$ cat config.mk
export PLATFORM = sky130hd
export DESIGN_NAME = lz78_dict
export DESIGN_NICKNAME = d
export VERILOG_FILES = /design/src/rtl/core/lz78_trie_encoder_assert.svh /design/src/rtl/core/lz78_pkg.sv /design/src/rtl/core/lz78_dict.sv
export SDC_FILE = /design/constraint.sdc
export NUM_CORES = 1
export LEC_CHECK = 0
export CAP_MARGIN = 20
export CORE_UTILIZATION = 50
export DETAILED_ROUTE_END_ITERATION = 7
export DONT_BUFFER_PORTS = 1
export PLACE_DENSITY = 0.73
export SYNTH_ARGS = -nofsm -noshare
export SYNTH_HDL_FRONTEND = slang
export SYNTH_SLANG_ARGS = --single-unit
$ cat constraint.sdc
create_clock -name clk -period 4.3 [get_ports clk]
set_clock_uncertainty 0.05 [all_clocks]
set_input_delay 0.43 -clock clk [delete_from_list [all_inputs] [get_ports clk]]
set_output_delay 0.43 -clock clk [all_outputs]
set_load 0.02 [all_outputs]
$ cat src/rtl/core/lz78_trie_encoder_assert.svh
// Assertion macros for the LZ78 trie encoder.
`ifndef LZ78_TRIE_ENCODER_ASSERT_SVH
`define LZ78_TRIE_ENCODER_ASSERT_SVH

// Same-cycle implication, sampled on clk, off during reset.
`define LZ78_ASSERT_NOW(label, ante, cons, msg) \
  label: assert property (@(posedge clk) disable iff (rst) (ante) |-> (cons)) \
    else $error(msg);

// Next-cycle implication, sampled on clk, off during reset.
`define LZ78_ASSERT_NEXT(label, ante, cons, msg) \
  label: assert property (@(posedge clk) disable iff (rst) (ante) |=> (cons)) \
    else $error(msg);

`endif

$ cat src/rtl/core/lz78_pkg.sv
// Shared constants and types of the LZ78 trie encoder.
package lz78_pkg;

  localparam int SYMBOL_BITS = 8;
  localparam int MAX_NODES   = 1024;

  localparam int SYM_W     = 8;
  localparam int PHRASE_W  = 10;
  localparam int OUT_CODE_W = 4;

  localparam int NODE_W    = $clog2(MAX_NODES);
  localparam int ID_W      = NODE_W + 1;
  localparam int ADDR_W    = NODE_W + SYMBOL_BITS;
  localparam int MEM_DEPTH = MAX_NODES * (2 ** SYMBOL_BITS);
  localparam int CODE_W    = $clog2(NODE_W + 2);
  localparam int DIFF_W    = (SYMBOL_BITS > SYM_W) ? SYMBOL_BITS : SYM_W;

  localparam int FIRST_NODE_ID = 3;
  // bit length of FIRST_NODE_ID - 1
  localparam int FIRST_CODE_W  = $clog2(FIRST_NODE_ID);

  typedef struct packed {
    logic              en;
    logic [ADDR_W-1:0] addr;
    logic [NODE_W-1:0] data;
  } mem_wr_t;

  typedef struct packed {
    logic              room;
    logic [ID_W-1:0]   id;
    logic [CODE_W-1:0] code_w;
  } dict_t;

endpackage

$ cat src/rtl/core/lz78_dict.sv
// Node id allocator with running code width of the highest assigned id.
module lz78_dict import lz78_pkg::*; (
  input  logic  clk,
  input  logic  rst,
  input  logic  grow,
  output dict_t dict
);

  logic [ID_W-1:0]   id;
  logic [CODE_W-1:0] code_w;
  logic              room;
  logic              id_pow2;

  assign room    = id < ID_W'(MAX_NODES);
  // after the step, id becomes the highest assigned id; its bit length
  // goes up by one exactly when it is a power of two
  assign id_pow2 = (id & (id - ID_W'(1))) == '0;

  always_ff @(posedge clk) begin
    if (rst) begin
      id     <= ID_W'(FIRST_NODE_ID);
      code_w <= CODE_W'(FIRST_CODE_W);
    end else if (grow && room) begin
      id <= id + ID_W'(1);
      if (id_pow2) begin
        code_w <= code_w + CODE_W'(1);
      end
    end
  end

  assign dict.room   = room;
  assign dict.id     = id;
  assign dict.code_w = code_w;

endmodule

* After elaboration in Yosys (flattened, before gate mapping)
Cells that the tools add are included. W data, S select, Z words.
Operators by class: bitwise operators 1, $add $sub $neg 3, reduce and logical (&&, ||, !) cells 3, order comparisons 1
Operator list (number):
- $add A11 B1 Y11 const B | 1
- $and A11 B11 Y11 | 1
- $logic_not A11 Y1 | 1
- $lt A11 B11 Y1 const B | 1
- $sub A11 B1 Y11 const B | 1
- $add A4 B1 Y4 const B | 1
- $reduce_and A2 Y1 | 1
- $logic_and A1 B1 Y1 | 1
Word-level totals: flip-flop bits (word level) 15, output and inout bits 16, logic and storage cells 10

* Depth between registers and ports, before layout
word-level depth 4, gate-level depth with buffers 7

* Worst setup path after synthesis
Ideal clock, no wire load.
kind flip-flop to flip-flop, from register id[0], to register code_w[1], data arrival time 2.095 ns, setup time 0.120 ns, path buffers 0, path slack 2.036 ns, stages on the path, launching flop included 8, period minus slack after synthesis 2.264 ns, cell sequence dfxtp_1 -> inv_1 -> ha_1 -> or3b_4 -> nor4_1 -> or4_4 -> and3_1 -> a211o_1
On the way: word-level cells in the longest chain between the ends 4
RTL lines:
- start: declaration | line lz78_dict.sv:9 | logic [ID_W-1:0] id;
- start signal: assignment | line lz78_dict.sv:21 | id <= ID_W'(FIRST_NODE_ID);
- start signal: assignment | line lz78_dict.sv:24 | id <= id + ID_W'(1);
- $sub A11 B1 Y11 | line lz78_dict.sv:17 | assign id_pow2 = (id & (id - ID_W'(1))) == '0;
- $and A11 B11 Y11 | line lz78_dict.sv:17
- $logic_not A11 Y1 | line lz78_dict.sv:17
- $reduce_and A2 Y1 (no line) (*)
- end signal: assignment | line lz78_dict.sv:22 | code_w <= CODE_W'(FIRST_CODE_W);
- end signal: assignment | line lz78_dict.sv:26 | code_w <= code_w + CODE_W'(1);
- end: declaration | line lz78_dict.sv:10 | logic [CODE_W-1:0] code_w;
Every way passes the cells marked *; elsewhere a longest branch is shown, timed or not. A chain may end at the register's enable or synchronous reset.

* Worst setup path after layout
from register id[1], to register code_w[1]
Same word-level chain as after synthesis.

==> qor.yml <==
global_routing:
  grt_start_max_net_pins: 17
  grt_pass1_wl_mm: 2.663
  track_usage_pct: 19.32
  globalRouteOverflowTotal: 0
  antenna_found_initial: 0
  grt_pass1_vias: 608
floorplan:
  core_area_sq_mm: 0.001541
  fp.dieArea_sq_mm: 0.001844
  io_pins: 19
  die_h_um: 42.95
  initial_core_util_pct: 54.38
  die_x_um: 42.95
  num_rows: 14
synth:
  synth_fp_nets: 96
  syn_area_per_cell_sq_um: 9.314
  yosysWarnings: 0
  yosysSeqAreaShare_pct: 35.82
  syn_inst: 90
  yosys.area.top_type: "dfxtp_1"
  synth_cell_types: 33
  ys_ff_latch: 15
  syn_area_sq_um: 838.3
  netlist.area_leader.share_pct: 35.82
  synth.area.top_cells: "dfxtp_1, nor2_1, xnor2_1, ha_1, xor2_1"
worst_setup_path:
  required_ps: 4440
  crit_fanout: 7
  start_kind: "flip-flop"
  crit_type: "flip-flop to flip-flop"
  critPathCaptureType: "flip-flop"
  crit_chain: "inv_1 -> ha_1 -> or3b_4 -> nor4_1 -> or4_4 -> and3_1 -> a211o_1"
  slowest_delay_ps: 580
  arrival_ps: 2500
  cp_slowest_cell: "or4_4"
clock_tree:
  cts-hold-fix-buffers: 0
  cts.sinks: 15
  clock_path_buffers: 2
  cts_tree: "done"
  numCtsBuffers: 3
  cts_setup_buffers: 0
  cts_resized: 0
  cts-htree-levels: 1
  path_clk_slew_ps: 90
  root_buffer: "clkbuf_4"
  clock_latency_ps: 290
cells_and_area:
  area_growth_pct: 2.836
  final_common_cell: "dfxtp_1"
  layout-drive-gt1-share_pct: 13.19
  diodes: 0
  nNetsFinal: 98
  most-common-layout-cells: "dfxtp_1, nor2_1, xnor2_1, and3_1"
sta:
  finalCritPeriodShare_pct: 54.88
  rsz0062_at_grt: "false"
  drv_slew: 0
  setup_viol: 0
  setup_tns_ps: 0
  holdWs_ps: 149.8
  relSlewSlack_pct: 67.36
  hold_viol_final: 0
  max_clock_freq_mhz: 423.8
  worst_slew_pin_slew_ps: 488.9
  fin_crit_ps: 2360
route:
  drt_pass1_iterations: 4
  drt-initial-drc-count: 4
  drc: 0
  vias: 641
  routed_wl_mm: 1.527
  routedWlPerCell_um: 14.27
  vias_per_cell: 5.991
  antenna_left: 0
power:
  finalPower_w: 0.0002850
  powerDensity_mw_per_mm2: 330.6
  leakage_nw: 0.3392
  ir_worst_vdd_uv: 229.5
hold_path:
  hp-class: "primary input to flip-flop"
run:
  cap_violations: 0
outcome:
  status: "completed"
placement:
  place_hpwl_mm: 1.104
  gp_congestion: 0.7715
  port_buffers: 0
-- through the flow --
stage,instances,instance area [sq um],utilization [%],setup WS [ps]
5_1_grt,107,862.1,55.93,1828
6_report,107,862.1,55.93,1940
3_5_place_dp,103,835.8,54.22,1945
3_3_place_gp,103,835.8,54.22,1971
2_1_floorplan,90,838.3,-,2036
4_1_cts,107,862.1,55.93,1935
-- registers in the layout, indices dropped and copies added (netlist names) --
| register | cells |
|---|---|
| id | 11 |
| code_w | 4 |
-- report_power, final --
group | leakage (nW) | switching, W | internal [W]
Clock | 0.0150 | 0.0000463 | 0.0000361
Combinational | 0.202 | 0.0000171 | 0.0000193
Sequential | 0.122 | 0.0000206 | 0.000146
Total | 0.339 | 0.0000840 | 0.000201
-- worst max-delay path, delay by kind of cell, from the launching register on --
kind | cells | cell delay (ps)
buffers and inverters | 1 | 120
AND/OR/NAND/NOR | 4 | 1070
AO/OA/AOI/OAI | 1 | 250
flip-flops | 1 | 550
adder cells (fa/ha/maj) | 1 | 210
-- cell families (layout without fill, tap and decap cells) --
family	Yosys count	count (layout)	synth area share [%]
AOI/OAI and AO/OA	11	11	11.64
and+or+nand+nor	44	44	32.39
buffers and inverters	7	8	4.477
muxes	1	1	1.791
adders and majority gates	3	3	4.478
xor gates and xnor gates	9	9	9.402
DFF	15	15	35.82
-- layout make-up --
type	count	area, sq um
clock buffer	4	26.28
fill	148	679.4
inverter	4	15.01
multi-input combinational	68	500.5
sequential	15	300.3
tap	16	20.02
-- cells in the mapped netlist --
library cell and n:
dfxtp_1 15, nor2_1 12, and3_1 5, xnor2_1 5
inv_1 4, xor2_1 4, ha_1 3, nand3_1 3
nand4_1 3, nor2b_1 3, o31ai_1 3, or3_1 3
a211o_1 2, a21oi_1 2, and4_1 2, nand2b_1 2
nor4_1 2, nor4_2 2, a2111oi_4 1, a31o_2 1
a31oi_1 1, and4_4 1, buf_4 1, buf_6 1
clkbuf_1 1, mux2_4 1, nand2_1 1, nand2_2 1
nor3_1 1, o21ai_0 1, or3b_4 1, or4_1 1
or4_4 1
-- per-layer routing --
metal	track usage [%]	up-vias	wire length (um)
met5	0	-	0
met2	29.70	11	708
met4	10.91	0	37
li1	-	327	-
met1	25.00	299	726
met3	3.830	4	54
-- path summary, 6_finish.rpt --
kind	from	depth (start not counted)	end	slack [ps]
max reg2reg	id[1]	7	code_w[1]	1940
max	id[1]	7	code_w[1]	1940
min reg2reg	code_w[3]	2	code_w[3]	540
min	rst	1	code_w[3]	150
Note: power is estimated with default switching activity, not from simulation.
